--- config.mk ---
export PLATFORM = sky130hd
export DESIGN_NAME = hned_mac
export DESIGN_NICKNAME = d
export VERILOG_FILES = /design/src/design/hned_pkg.sv /design/src/design/hned_mac.sv
export SDC_FILE = /design/constraint.sdc
export NUM_CORES = 1
export LEC_CHECK = 0
export ABC_AREA = 1
export BUFFER_PORTS_ARGS = -buffer_cell sky130_fd_sc_hd__buf_4
export CORE_MARGIN = 2
export CORE_UTILIZATION = 60
export CTS_CLUSTER_SIZE = 16
export DETAILED_ROUTE_END_ITERATION = 16
export PLACE_DENSITY = 0.78
export SLEW_MARGIN = 20
export SYNTH_ARGS = -nofsm -noshare
export SYNTH_HDL_FRONTEND = slang
export SYNTH_SLANG_ARGS = --single-unit
--- constraint.sdc ---
create_clock -name clk_i -period 2.8 [get_ports clk_i]
set_clock_uncertainty 0.2 [all_clocks]
set_input_delay 0.28 -clock clk_i [delete_from_list [all_inputs] [get_ports clk_i]]
set_output_delay 0.28 -clock clk_i [all_outputs]
set_load 0.05 [all_outputs]
--- src/design/hned_pkg.sv ---
// Shared codes, constants and types for the HMM next-emission distribution core.
`default_nettype none

package hned_pkg;

  localparam int PROB_W = 16;
  localparam logic [PROB_W-1:0] QONE = 16'h8000;

  localparam logic [1:0] OP_LOAD_A  = 2'd0;
  localparam logic [1:0] OP_LOAD_B  = 2'd1;
  localparam logic [1:0] OP_LOAD_PI = 2'd2;
  localparam logic [1:0] OP_COMPUTE = 2'd3;

  localparam logic [1:0] CFG_NUM_STATES  = 2'd0;
  localparam logic [1:0] CFG_NUM_SYMBOLS = 2'd1;
  localparam logic [1:0] CFG_DIST_ROWS   = 2'd2;

  typedef struct packed {
    logic valid;
    logic phase;
    logic first;
    logic last;
    logic tail;
  } hned_tag_t;

endpackage

`default_nettype wire

--- src/design/hned_mac.sv ---
// Shared multiply-accumulate unit with Q1.15 truncation and saturation at 1.0.
`default_nettype none

module hned_mac import hned_pkg::*; #(
  parameter int MAX_STATES = 16,
  parameter int RW         = 2,
  parameter int CNT_W      = 5
) (
  input  wire logic              clk_i,
  input  wire logic              rst_ni,
  input  wire hned_tag_t         tag_i,
  input  wire logic [RW-1:0]     row_i,
  input  wire logic [CNT_W-1:0]  col_i,
  input  wire logic [PROB_W-1:0] opa_i,
  input  wire logic [PROB_W-1:0] opb_i,
  output hned_tag_t              res_tag_o,
  output logic      [RW-1:0]     res_row_o,
  output logic      [CNT_W-1:0]  res_col_o,
  output logic      [PROB_W-1:0] res_val_o
);

  localparam int PW = 2 * PROB_W;
  localparam int AW = PW + $clog2(MAX_STATES);
  localparam int FW = AW - 15;

  hned_tag_t         tag1_q, tag2_q, tag3_q, res_tag_q, res_tag_d;
  logic [RW-1:0]     row1_q, row2_q, row3_q, res_row_q;
  logic [CNT_W-1:0]  col1_q, col2_q, col3_q, res_col_q;
  logic [PW-1:0]     prod_q;
  logic [AW-1:0]     acc_q, acc_d;
  logic [FW-1:0]     shifted;
  logic [PROB_W-1:0] res_val_q, res_val_d;

  assign acc_d   = tag2_q.first ? AW'(prod_q) : acc_q + AW'(prod_q);
  assign shifted = acc_q[AW-1:15];
  assign res_val_d = (shifted > FW'(QONE)) ? QONE : shifted[PROB_W-1:0];

  always_comb begin
    res_tag_d       = tag3_q;
    res_tag_d.valid = tag3_q.valid && tag3_q.last;
  end

  always_ff @(posedge clk_i or negedge rst_ni) begin
    if (!rst_ni) begin
      tag1_q    <= '0;
      tag2_q    <= '0;
      tag3_q    <= '0;
      res_tag_q <= '0;
    end else begin
      tag1_q    <= tag_i;
      tag2_q    <= tag1_q;
      tag3_q    <= tag2_q;
      res_tag_q <= res_tag_d;
    end
  end

  always_ff @(posedge clk_i) begin
    row1_q    <= row_i;
    col1_q    <= col_i;
    row2_q    <= row1_q;
    col2_q    <= col1_q;
    prod_q    <= opa_i * opb_i;
    row3_q    <= row2_q;
    col3_q    <= col2_q;
    if (tag2_q.valid) begin
      acc_q <= acc_d;
    end
    res_row_q <= row3_q;
    res_col_q <= col3_q;
    res_val_q <= res_val_d;
  end

  assign res_tag_o = res_tag_q;
  assign res_row_o = res_row_q;
  assign res_col_o = res_col_q;
  assign res_val_o = res_val_q;

  a_tail_in_second: assert property (@(posedge clk_i) disable iff (!rst_ni)
    (res_tag_q.valid && res_tag_q.tail) |-> res_tag_q.phase)
    else $error("final item flagged outside the emission product");

  a_sum_starts_fresh: assert property (@(posedge clk_i) disable iff (!rst_ni)
    (tag3_q.valid && tag3_q.last && !tag3_q.first) |-> $past(tag2_q.valid))
    else $error("multi-term sum finished without a preceding term");

endmodule

`default_nettype wire

# After elaboration in Yosys (flattened, before gate mapping)
# Index checks and enable logic that the tools add are counted.
[totals] register_bits=132 latchBits=0 ramBits=0 rom_bits=0 input_bits=46 output_inout_bits=28 elab_cells=37 mem_count=0
[classes] n_addsub=1 n_mul=1 div_mod_pow=0 n_lt_le_gt_ge=1 eq_ne=0 shifts=0 muxes=1 bitwise=0 n_reduce_logical=1
[ops] op="adder 36 x 32 -> 36 bit" n=1
[ops] op="multiplier 16 x 16 -> 32 bit" n=1
[ops] op="2-to-1 mux 32 bit" n=1
[ops] op="> comparator 21 x 16 -> 1 bit, second input constant" n=1
[ops] op="logical AND 1 bit" n=1

# Longest topological paths before layout
[logic_depth] depth_word=2 mapped_depth=28 depth_no_buf=26

# Worst setup path before layout
# Ideal clock, no wire load.
[synth_timing] path_kind="input-to-reg" from="in opb_i[7]" to="reg prod_q[27]" setup_ns=0.120 t_arrival_ns=5.058 t_required_ns=2.480 path_slack_ns=-2.578 cell_stages=22 path_buffers=2 path_cell_list="clkbuf_1 clkbuf_1 nand2_1 fa_1 inv_1 fa_1 inv_1 fa_1 inv_1 fa_1 fa_1 inv_1 fa_1 inv_1 ha_1 nand2_1 inv_1 a21oi_1 o21bai_1 nand2_1 nand3_1 xor2_1"
[synth_via] elab_chain_len=1
[synth_lines] item="start, declared" line="hned_mac.sv:15" text="input wire logic [PROB_W-1:0] opb_i,"
[synth_lines] item="multiplier 16 x 16 -> 32 bit" line="hned_mac.sv:62" text="prod_q <= opa_i * opb_i;"
[synth_lines] item="end signal, assigned" line="hned_mac.sv:62"
[synth_lines] item="end, declared" line="hned_mac.sv:29" text="logic [PW-1:0] prod_q;"
# No other way between the ends.
# A chain may end at the register's enable or synchronous reset.

# Final worst setup path
[layout_timing] from="in opb_i[4]" to="reg prod_q[24]"
# Same word-level chain as after synthesis.

==> flow_summary.yaml <==
worst_setup_path:
  reg2regPathDepth: 13
  worstPathMaxFanout: 5
  crit_path_cell_trace: "clkbuf_16 > nand2_1 > inv_1 > fa_1 > inv_1 > fa_2 > fa_2 > inv_2 > fa_2 > fa_1 > inv_1 > fa_1 > inv_1 > ha_4 > nand2_2 > inv_2 > nand2_2 > inv_1 > nand4_1 > nand3_2 > nand2_1 > inv_1 > nor2_1"
  reg2reg_to: "acc_q[32]"
  required_ps: 2930
  critPathMaxStageDelay_ps: 590
  r2r_slack_ps: 310
  critical_path_class: "primary input to flip-flop"
  cp_slowest_cell: "fa_1"
  timing.rr.start: "prod_q[0]"
  cp_common_cell: "inv_1"
  crit_path_end_kind: "flip-flop"
  startpoint_type: "primary input"
  arrival_ps: 5070
grt:
  first_global_vias: 14500
  grt-ovfl-total: 0
  grt_use_total: 0.317
  antenna_found_initial: 0
  grt_pass1_wl_um: 67300
  grt_max_degree: 38
drt:
  vias_per_cell: 5.41
  drt_iter0_drc: 991
  firstDrtPassIters: 7
  ant_nets: 0
  vias: 14200
  routed_wl_um: 46900
  route.detailed.drc: 0
  wl_per_cell_um: 17.9
floorplanning:
  die_area_mm2: 0.0271
  die_h_um: 165
  io_pins: 74
  fp.dieW_um: 165
  core_region_area_mm2: 0.0253
  start_util: 0.612
  rows: 58
clock_tree:
  worstSkewPairLatency_ps: 440
  cts_buffer_depth: 2
  cts_tree: "yes"
  clk_pin_slew_ps: 60
  cts_made_buffers: 17
  cts_root_buf: "clkbuf_16"
  htree_levels: 4
  cts_sinks: 132
placed_design:
  gp_congestion: 0.965
  dp_hpwl_um: 32400
  portBuffers: 73
synthesis:
  yosysSeqAreaShare: 0.201
  synthCells: 2063
  yosysMostFrequentCell: "nand2_1"
  synth_edf_count: 36
  synth-seq-cells: 132
  ys_top_cells_by_area: "fa_1 25%, nand2_1 15%, inv_1 12%"
  yosys.area.top_type_share: 0.252
  synth_flop_cell: "dfxtp_1"
  yosys.area.top_type: "fa_1"
  synth.top_cells.by_count: "621 x nand2_1, 487 x inv_1, 195 x fa_1"
  asyncSetResetFlopFracSynth: 0.152
  ys_types: 38
  yosysWarnings: 0
  synth_fp_nets: 2440
  syn_area_per_cell_um2: 7.50
  synthesis.area_mm2: 0.0155
timing:
  period_needed_ps: 4940
  timing.final.ws_setup_ps: -2140
  rsz0062_at_grt: "true"
  worstMarginPinSlew_ps: 647
  setup-tns-final_ps: -49700
  finalHoldViolations: 0
  relSlewSlack: 0.565
  min_period_over_period: 1.77
  drv_slew: 0
  report.final.setup_viol: 27
  timing.fmax_mhz: 202
final_layout:
  fin_nets: 2651
  drive_gt1_frac: 0.267
  largest_reg_flops: 36
  n_antenna_cell: 0
  area_delta_synth_final_pct: 29.1
  nFillCells: 1547
  regMostFlops: "acc_q"
job:
  cap_violations: 0
worst_hold_path:
  hold_path_class: "primary input to async pin"
run_status:
  violations: "setup timing"
  outcome: "complete, but fails checks"
[cell usage in the layout (no fill, tap or decap), types with 9 or more instances in the layout]
master	Yosys	routed
nand2_1	621	553
inv_1	487	422
fa_1	195	174
buf_4	0	163
ha_1	136	107
inv_2	26	86
nor2_1	91	80
dfxtp_1	76	76
nand2_2	33	71
buf_6	0	54
nand3_1	61	53
a21oi_1	54	40
edfxtp_1	36	36
nand2_4	0	27
ha_4	0	27
clkbuf_16	0	27
fa_2	0	21
dfrtp_1	20	20
nand3_2	12	19
o21ai_0	23	17
nor2_2	15	17
buf_12	0	16
xor2_1	18	15
xnor2_1	14	14
dlygate4sd3_1	0	13
a21oi_2	5	12
o21ai_1	6	9
nor2_4	0	9
nor3_1	12	9
buf_8	0	9
[per-stage QoR]
| stage | hold WS (ps) | utilization | cells | cell area [um^2] | worst slack [ps] |
|---|---|---|---|---|---|
| after floorplan | -216 | - | 2063 | 16400 | -2170 |
| after detailed placement | -31.9 | 0.694 | 2525 | 17500 | -2470 |
| final | 87.5 | 0.791 | 2617 | 20000 | -2140 |
| after global placement | -39.6 | 0.694 | 2525 | 17500 | -2400 |
| after global routing | 104 | 0.791 | 2617 | 20000 | -2300 |
| after CTS | 50.4 | 0.759 | 2590 | 19200 | -1920 |
[worst max-delay path, delay by kind of cell]
family,cells,cell delay [ps]
adders and majority gates,7,3380
buffers and inverters,9,750
and+or+nand+nor,7,650
[cells by family (layout without fill, tap and decap cells)]
| kind of cell | count (synthesis) | count (layout) | share of synthesized area |
|---|---|---|---|
| compound gates | 102 | 102 | 0.0365 |
| xor+xnor | 32 | 32 | 0.0181 |
| fa+ha+maj | 331 | 331 | 0.362 |
| buf+inv | 588 | 812 | 0.143 |
| flops | 132 | 132 | 0.201 |
| simple gates | 878 | 878 | 0.239 |
[final cells by class]
| cell class | count | area [um^2] | share of cell area |
|---|---|---|---|
| Multi-Input combinational cell | 1343 | 11200 | 0.562 |
| Timing Repair Buffer | 264 | 2640 | 0.132 |
| Tap cell | 330 | 413 | 0.0207 |
| Clock buffer | 18 | 450 | 0.0226 |
| Clock inverter | 14 | 184 | 0.00921 |
| Inverter | 516 | 1950 | 0.0976 |
| Sequential cell | 132 | 3100 | 0.155 |
[per-layer routing]
| layer | up-vias | track usage | wire [um] |
|---|---|---|---|
| li1 | 6489 | - | - |
| met2 | 635 | 0.592 | 24000 |
| met4 | 0 | 0.142 | 3150 |
| met3 | 246 | 0.0465 | 2890 |
| met5 | - | 0 | 0 |
| met1 | 6781 | 0.357 | 16800 |
[repair_timing]
item | CTS | global route
gates resized for setup | 197 | 135
hold endpoints to repair | 32 | 0
gates cloned | 0 | 9
setup buffers | 20 | 22
setup endpoints to repair | 28 | 28
hold buffers | 13 | 0
pin swaps | 59 | 91
[worst max-delay path by stage]
stage	slack [ps]	cells past startpoint	start	to
finish	-2140	23	opb_i[4]	prod_q[24]
global route	-2300	21	opb_i[4]	prod_q[20]
CTS	-1920	23	opb_i[15]	prod_q[29]
detailed placement	-2470	21	opb_i[4]	prod_q[27]
global placement	-2400	24	opa_i[6]	prod_q[28]
floorplan	-2170	24	opb_i[4]	prod_q[24]
Power is not shown: default switching activity piles up to over one toggle a cycle in this logic, so the estimate is an artifact.
