===== src/design/hned_pkg.sv =====
// Shared codes, constants and types for the HMM next-emission distribution core.
`default_nettype none

package hned_pkg;

  localparam int PROB_W = 16;
  localparam logic [PROB_W-1:0] QONE = 16'h8000;

  localparam logic [1:0] OP_LOAD_A  = 2'd0;
  localparam logic [1:0] OP_LOAD_B  = 2'd1;
  localparam logic [1:0] OP_LOAD_PI = 2'd2;
  localparam logic [1:0] OP_COMPUTE = 2'd3;

  localparam logic [1:0] CFG_NUM_STATES  = 2'd0;
  localparam logic [1:0] CFG_NUM_SYMBOLS = 2'd1;
  localparam logic [1:0] CFG_DIST_ROWS   = 2'd2;

  typedef struct packed {
    logic valid;
    logic phase;
    logic first;
    logic last;
    logic tail;
  } hned_tag_t;

endpackage

`default_nettype wire


===== src/design/hned_seq.sv =====
// Loop sequencer that walks the two matrix products one multiply-accumulate per cycle, with a drain between.
`default_nettype none

module hned_seq import hned_pkg::*; #(
  parameter int MAX_STATES = 16,
  parameter int RW         = 2,
  parameter int CNT_W      = 5
) (
  input  wire logic             clk_i,
  input  wire logic             rst_ni,
  input  wire logic             go_i,
  input  wire logic [CNT_W-1:0] ns_i,
  input  wire logic [CNT_W-1:0] nsym_i,
  input  wire logic [CNT_W-1:0] nr_i,
  output logic                  busy_o,
  output hned_tag_t             tag_o,
  output logic      [RW-1:0]    row_o,
  output logic      [CNT_W-1:0] col_o,
  output logic      [$clog2(MAX_STATES)-1:0] k_o
);

  localparam int SW = $clog2(MAX_STATES);

  localparam logic [2:0] S_IDLE  = 3'd0;
  localparam logic [2:0] S_P1    = 3'd1;
  localparam logic [2:0] S_DRAIN = 3'd2;
  localparam logic [2:0] S_P2    = 3'd3;

  localparam logic [1:0] DRAIN_CYC = 2'd3;

  logic [2:0]       state_q, state_d;
  logic [RW-1:0]    i_q, i_d;
  logic [CNT_W-1:0] j_q, j_d;
  logic [SW-1:0]    k_q, k_d;
  logic [1:0]       drain_q, drain_d;
  logic [CNT_W-1:0] j_lim;
  logic             issuing, k_end, j_end, i_end;

  assign issuing = (state_q == S_P1) || (state_q == S_P2);
  assign j_lim   = (state_q == S_P2) ? nsym_i : ns_i;
  assign k_end   = (CNT_W'(k_q) + CNT_W'(1)) == ns_i;
  assign j_end   = (j_q + CNT_W'(1)) == j_lim;
  assign i_end   = (CNT_W'(i_q) + CNT_W'(1)) == nr_i;

  always_comb begin
    state_d = state_q;
    i_d     = i_q;
    j_d     = j_q;
    k_d     = k_q;
    drain_d = drain_q;
    unique case (state_q)
      S_IDLE: begin
        if (go_i) begin
          state_d = S_P1;
          i_d     = '0;
          j_d     = '0;
          k_d     = '0;
        end
      end
      S_P1, S_P2: begin
        if (!k_end) begin
          k_d = k_q + SW'(1);
        end else begin
          k_d = '0;
          if (!j_end) begin
            j_d = j_q + CNT_W'(1);
          end else begin
            j_d = '0;
            if (!i_end) begin
              i_d = i_q + RW'(1);
            end else begin
              i_d = '0;
              if (state_q == S_P1) begin
                state_d = S_DRAIN;
                drain_d = DRAIN_CYC;
              end else begin
                state_d = S_IDLE;
              end
            end
          end
        end
      end
      S_DRAIN: begin
        if (drain_q == 2'd0) begin
          state_d = S_P2;
        end else begin
          drain_d = drain_q - 2'd1;
        end
      end
      default: state_d = S_IDLE;
    endcase
  end

  always_ff @(posedge clk_i or negedge rst_ni) begin
    if (!rst_ni) begin
      state_q <= S_IDLE;
      i_q     <= '0;
      j_q     <= '0;
      k_q     <= '0;
      drain_q <= '0;
    end else begin
      state_q <= state_d;
      i_q     <= i_d;
      j_q     <= j_d;
      k_q     <= k_d;
      drain_q <= drain_d;
    end
  end

  assign busy_o      = state_q != S_IDLE;
  assign tag_o.valid = issuing;
  assign tag_o.phase = state_q == S_P2;
  assign tag_o.first = k_q == '0;
  assign tag_o.last  = k_end;
  assign tag_o.tail  = (state_q == S_P2) && k_end && j_end && i_end;
  assign row_o       = i_q;
  assign col_o       = j_q;
  assign k_o         = k_q;

  a_p2_after_drain: assert property (@(posedge clk_i) disable iff (!rst_ni)
    (state_q == S_P2 && $past(state_q) != S_P2) |-> $past(state_q) == S_DRAIN)
    else $error("second product started without draining the first");

  a_drain_to_p2: assert property (@(posedge clk_i) disable iff (!rst_ni)
    (state_q == S_DRAIN && drain_q == 2'd0) |=> state_q == S_P2)
    else $error("drain did not hand over to the second product");

endmodule

`default_nettype wire


===== config.mk =====
export PLATFORM = sky130hd
export DESIGN_NAME = hned_seq
export DESIGN_NICKNAME = d
export VERILOG_FILES = /design/src/design/hned_pkg.sv /design/src/design/hned_seq.sv
export SDC_FILE = /design/constraint.sdc
export NUM_CORES = 1
export LEC_CHECK = 0
export BUFFER_PORTS_ARGS = -buffer_cell sky130_fd_sc_hd__buf_2
export CELL_PAD_IN_SITES_DETAIL_PLACEMENT = 0
export CELL_PAD_IN_SITES_GLOBAL_PLACEMENT = 2
export CORE_ASPECT_RATIO = 1.4
export CORE_MARGIN = 2
export CORE_UTILIZATION = 30
export CTS_BUF_LIST = sky130_fd_sc_hd__clkbuf_8 sky130_fd_sc_hd__clkbuf_16
export DETAILED_ROUTE_END_ITERATION = 8
export PLACE_DENSITY_LB_ADDON = 0.15
export SKIP_LAST_GASP = 1
export SLEW_MARGIN = 10
export SYNTH_ARGS = -nofsm -noshare
export SYNTH_HDL_FRONTEND = slang
export SYNTH_SLANG_ARGS = --single-unit

===== constraint.sdc =====
create_clock -name clk_i -period 2.92 [get_ports clk_i]
set_input_delay 0.584 -clock clk_i [delete_from_list [all_inputs] [get_ports clk_i]]
set_output_delay 0.584 -clock clk_i [all_outputs]
set_load 0.1 [all_outputs]

# [After elaboration in Yosys (flattened, before gate mapping)]
# Index checks and enable logic that the tools add are counted.
[totals] out_inout_bits=17 register_bits=16 input_bits=18 elab_cells=66
[op_classes] n_reduce_logical=16 add_sub_neg=6 muxes=26 n_eq_ne=13
[op_table] operator="$mux 2" n=10
[op_table] operator="$mux 5" n=4
[op_table] operator="$mux 3" n=5
[op_table] operator="$ne 2x2->1 const B" n=7
[op_table] operator="$eq 5x5->1" n=2
[op_table] operator="$pmux 5 s2" n=1
[op_table] operator="$pmux 3 s3" n=1
[op_table] operator="$mux 4" n=2
[op_table] operator="$pmux 2 s2" n=2
[op_table] operator="$pmux 4 s2" n=1
[op_table] operator="$eq 3x2->1 const B" n=2
[op_table] operator="$reduce_and 6->1" n=1
[op_table] operator="$add 4x1->5 const B" n=1
[op_table] operator="$add 5x1->5 const B" n=1
[op_table] operator="$eq 3x5->1" n=1
[op_table] operator="$reduce_and 5->1" n=1
[op_table] operator="$add 4x1->4 const B" n=1
[op_table] operator="$logic_not 4->1" n=1
[op_table] operator="$reduce_and 4->1" n=1
[op_table] operator="$reduce_bool 2->1" n=2
[op_table] operator="$add 2x1->3 const B" n=1
[op_table] operator="$eq 3x1->1 const B" n=1
[op_table] operator="$logic_and 1x1->1" n=3
[op_table] operator="$logic_not 3->1" n=1
[op_table] operator="8 further kinds" n=8

# [Longest topological paths before layout]
[logic_depth] ltp_word=6 ltp_mapped=9 mapped_depth_nobuf=9

# [Worst setup path before layout]
# No wires, ideal clock.
[synth_timing] path_type="register to output" startpoint="register state_q[0]" endpoint="output tag_o[0] (netlist bit)" slack_ps=-1694 stages_incl_launch_ff=9 t_arrival_ps=4030 required_ps=2336 path_cell_list="dfrtp_1 ha_1 buf_6 mux2i_1 xor2_1 nor4_2 nand3_2 or4_1 nor2_1"
[synth_lines] item="start: declaration" line_no="hned_seq.sv:31" rtl="logic [2:0] state_q, state_d;"
[synth_lines] item="start signal: assignment" line_no="hned_seq.sv:102" rtl="state_q <= state_d;"
[synth_lines] item="end: declaration" line_no="hned_seq.sv:16" rtl="output hned_tag_t tag_o,"

==> metrics <==
total grt overflow=0; DR pass1 iterations=6; main flop type after synthesis=sky130_fd_sc_hd__dfrtp_1; total via count after detailed routing=1172; Initial Util=0.307; kind of launch point of the worst setup path=register; number of setup violations in the final report=1; post-synthesis cell type count=47; Worst Max-Slew Pin Slew=0.557 ns; Arr. time, crit path=2.50 ns; num rows=28; global-route usage over all layers=0.144; clk root buf=sky130_fd_sc_hd__clkbuf_8; global-route track usage on met2=0.252; violations in the final reports=DRC, setup timing; Post-synth EDFFs=0; slowest library cell on the worst path=sky130_fd_sc_hd__or4_4; clock skew after layout=0.00535 ns; worst rel slew slack=0.628; mean area per synthesized cell=8.63 um2; kind of end point of the critical path=output port; maximum buffer depth of the clock tree=2; placeable core region=4130 um2; number of sinks handled by clock tree synthesis=15; final worst-path cycle share=1.06; worst-path maximum fanout=5; Boundary Pins=35; clock tree from TritonCTS=built; Die Y-Extent=80.9 um; shortest clock period the worst path allows after layout=3.09 ns; pin count of the biggest net entering global routing=16; Achievable Freq=324 MHz; most used cells in the layout excluding fill and tap cells=sky130_fd_sc_hd__buf_2 (32), sky130_fd_sc_hd__nand2_1 (15), sky130_fd_sc_hd__dfrtp_1 (14); Final Hold Viols=0; required time worst endpoint=2.34 ns; Final Instance Area=1630 um2; worst setup path class=reg -> out; final hold slack=0.243 ns; synthesized area=1270 um2; Final nets=217; Post-Syn Nets=174; Post-Route Setup TNS=-0.167 ns; Hold Path Class=in -> async; via count of the first global-routing pass=1182; run status=finished, violations left; instance area after placement=1550 um2; average routed wire per standard cell=13.8 um; total inserted antenna cells=0; worst setup margin=-0.167 ns; overall die width=59.0 um; number of design rule violations left after detail routing=4; fraction of final layout cells sized beyond drive strength 1=0.349; clock insertion delay at the later pin of the skew report=0.25 ns; total length of routed wires=3.23 mm; number of H-tree branching levels=1; clock buffers created by TritonCTS=3; cells along the critical path=ha_4 -> mux2i_2 -> xnor2_1 -> nor4_2 -> nand3_2 -> or4_4 -> nor2_4 -> buf_12; Vias/cell=5.01; placer's final routability congestion estimate=0.752; gate count after technology mapping=147; I/O Buffers=34; GR met1 Demand/Resource=0.175; floorplan die area=4770 um2; HPWL after detailed placement=2.58 mm; Most Crowded Layer GR=met2; max-slew violation total from the final report=0; layout-stage area growth over the synthesis result=28.7%; share of the yosys chip area belonging to registers=0.296; Largest stage delay, worst path=0.51 ns; number of max-cap violations=0; remaining number of nets flagged by the antenna check after routing=0; Synth Warn #=0; wire length of the first global-routing pass=5.30 mm; initial antenna violation count=0; clock transition at the registers of the reported paths=0.07 ns; unrepaired setup endpoints after global routing=yes; Util after Layout=0.395; met3 track demand over resource=0.0223; number of register bits inferred by synthesis=15; Iteration-0 DRC Markers=34; most frequent standard cell in the layout excluding fill and tap cells=sky130_fd_sc_hd__buf_2; post-synthesis async set-or-reset flop share=1.00
-- worst max-delay path, delay by kind of cell (launching register included) --
| family | cells | cell delay [ns] |
|---|---|---|
| xor+xnor | 1 | 0.12 |
| flops | 1 | 0.40 |
| mux | 1 | 0.25 |
| simple gates | 4 | 1.10 |
| fa+ha+maj | 1 | 0.20 |
| buf+inv | 1 | 0.18 |
-- synthesized netlist by cell type (2+ instances only) --
cell type	count	area share
sky130_fd_sc_hd__a21oi_1	5	0.020
sky130_fd_sc_hd__inv_1	13	0.038
sky130_fd_sc_hd__mux2_2	4	0.036
sky130_fd_sc_hd__nand3_1	5	0.020
sky130_fd_sc_hd__o31ai_1	2	0.012
sky130_fd_sc_hd__ha_1	9	0.089
sky130_fd_sc_hd__nand2_1	15	0.044
sky130_fd_sc_hd__nor2_1	9	0.027
sky130_fd_sc_hd__nand4_1	3	0.015
sky130_fd_sc_hd__xor2_1	5	0.035
sky130_fd_sc_hd__nand2b_1	2	0.0099
sky130_fd_sc_hd__dfrtp_1	15	0.30
sky130_fd_sc_hd__nor3_1	3	0.012
sky130_fd_sc_hd__mux2i_1	4	0.032
sky130_fd_sc_hd__o21ai_0	10	0.039
sky130_fd_sc_hd__buf_4	2	0.012
sky130_fd_sc_hd__or2_1	2	0.0099
sky130_fd_sc_hd__xnor2_1	10	0.069
-- flip-flops by register name, indices dropped and copies added (netlist names) --
name / flops
col_o: 5
state_q: 2
row_o: 2
drain_q: 2
k_o: 4
-- routing by layer --
metal,share of wire,vias to the layer above
met2,0.49,26
met3,0.050,5
met5,0,-
met4,0.015,0
li1,-,593
met1,0.44,548
-- cell type report --
cell class,instances,area (um2)
Clock buffer,3,41.3
Clock inverter,1,5.00
Fill cell,451,2500
Inverter,13,48.8
Multi-Input combinational cell,113,842
Sequential cell,15,377
Tap cell,45,56.3
Timing Repair Buffer,44,263
-- cells by family after synthesis --
family,count (synthesis),synth area share
and+or+nand+nor,50,0.206
AOI/OAI and AO/OA,30,0.160
buffers and inverters,19,0.0700
xor gates and xnor gates,15,0.104
DFF,15,0.296
muxes,9,0.0759
adders and majority gates,9,0.0888
-- final timing paths --
kind,slack (ns),start,endpoint,cells past startpoint
min,0.24,rst_ni,row_o[0]$_DFFE_PN0P_,1
min in group clk_i,0.50,drain_q[1]$_DFFE_PN0P_,drain_q[1]$_DFFE_PN0P_,1
max in group asynchronous,2.38,rst_ni,k_o[0]$_DFFE_PN0P_,1
min reg2reg,0.50,drain_q[1]$_DFFE_PN0P_,drain_q[1]$_DFFE_PN0P_,1
max reg2reg,0.44,k_o[0]$_DFFE_PN0P_,drain_q[1]$_DFFE_PN0P_,7
max,-0.17,state_q[1]$_DFFE_PN0P_,tag_o[0],8
-- timing repair --
item / in CTS / in global routing
buffers inserted: 2 / 0
endpoints found under the setup margin: 1 / 3
hold buffers: 0 / 0
pin swaps: 3 / 0
gates resized for setup: 4 / 2
cloned: 0 / 0
-- per-stage QoR --
step | std cells | worst slack [ns]
after floorplan | 147 | -0.777
after global placement | 228 | 0.0412
after detailed placement | 228 | 0.0219
after CTS | 234 | -0.166
after global routing | 234 | -0.287
final | 234 | -0.167
Power is left out: the tool's default activity adds up to more than one toggle a clock period on the data nets, which glitch-free logic cannot reach.
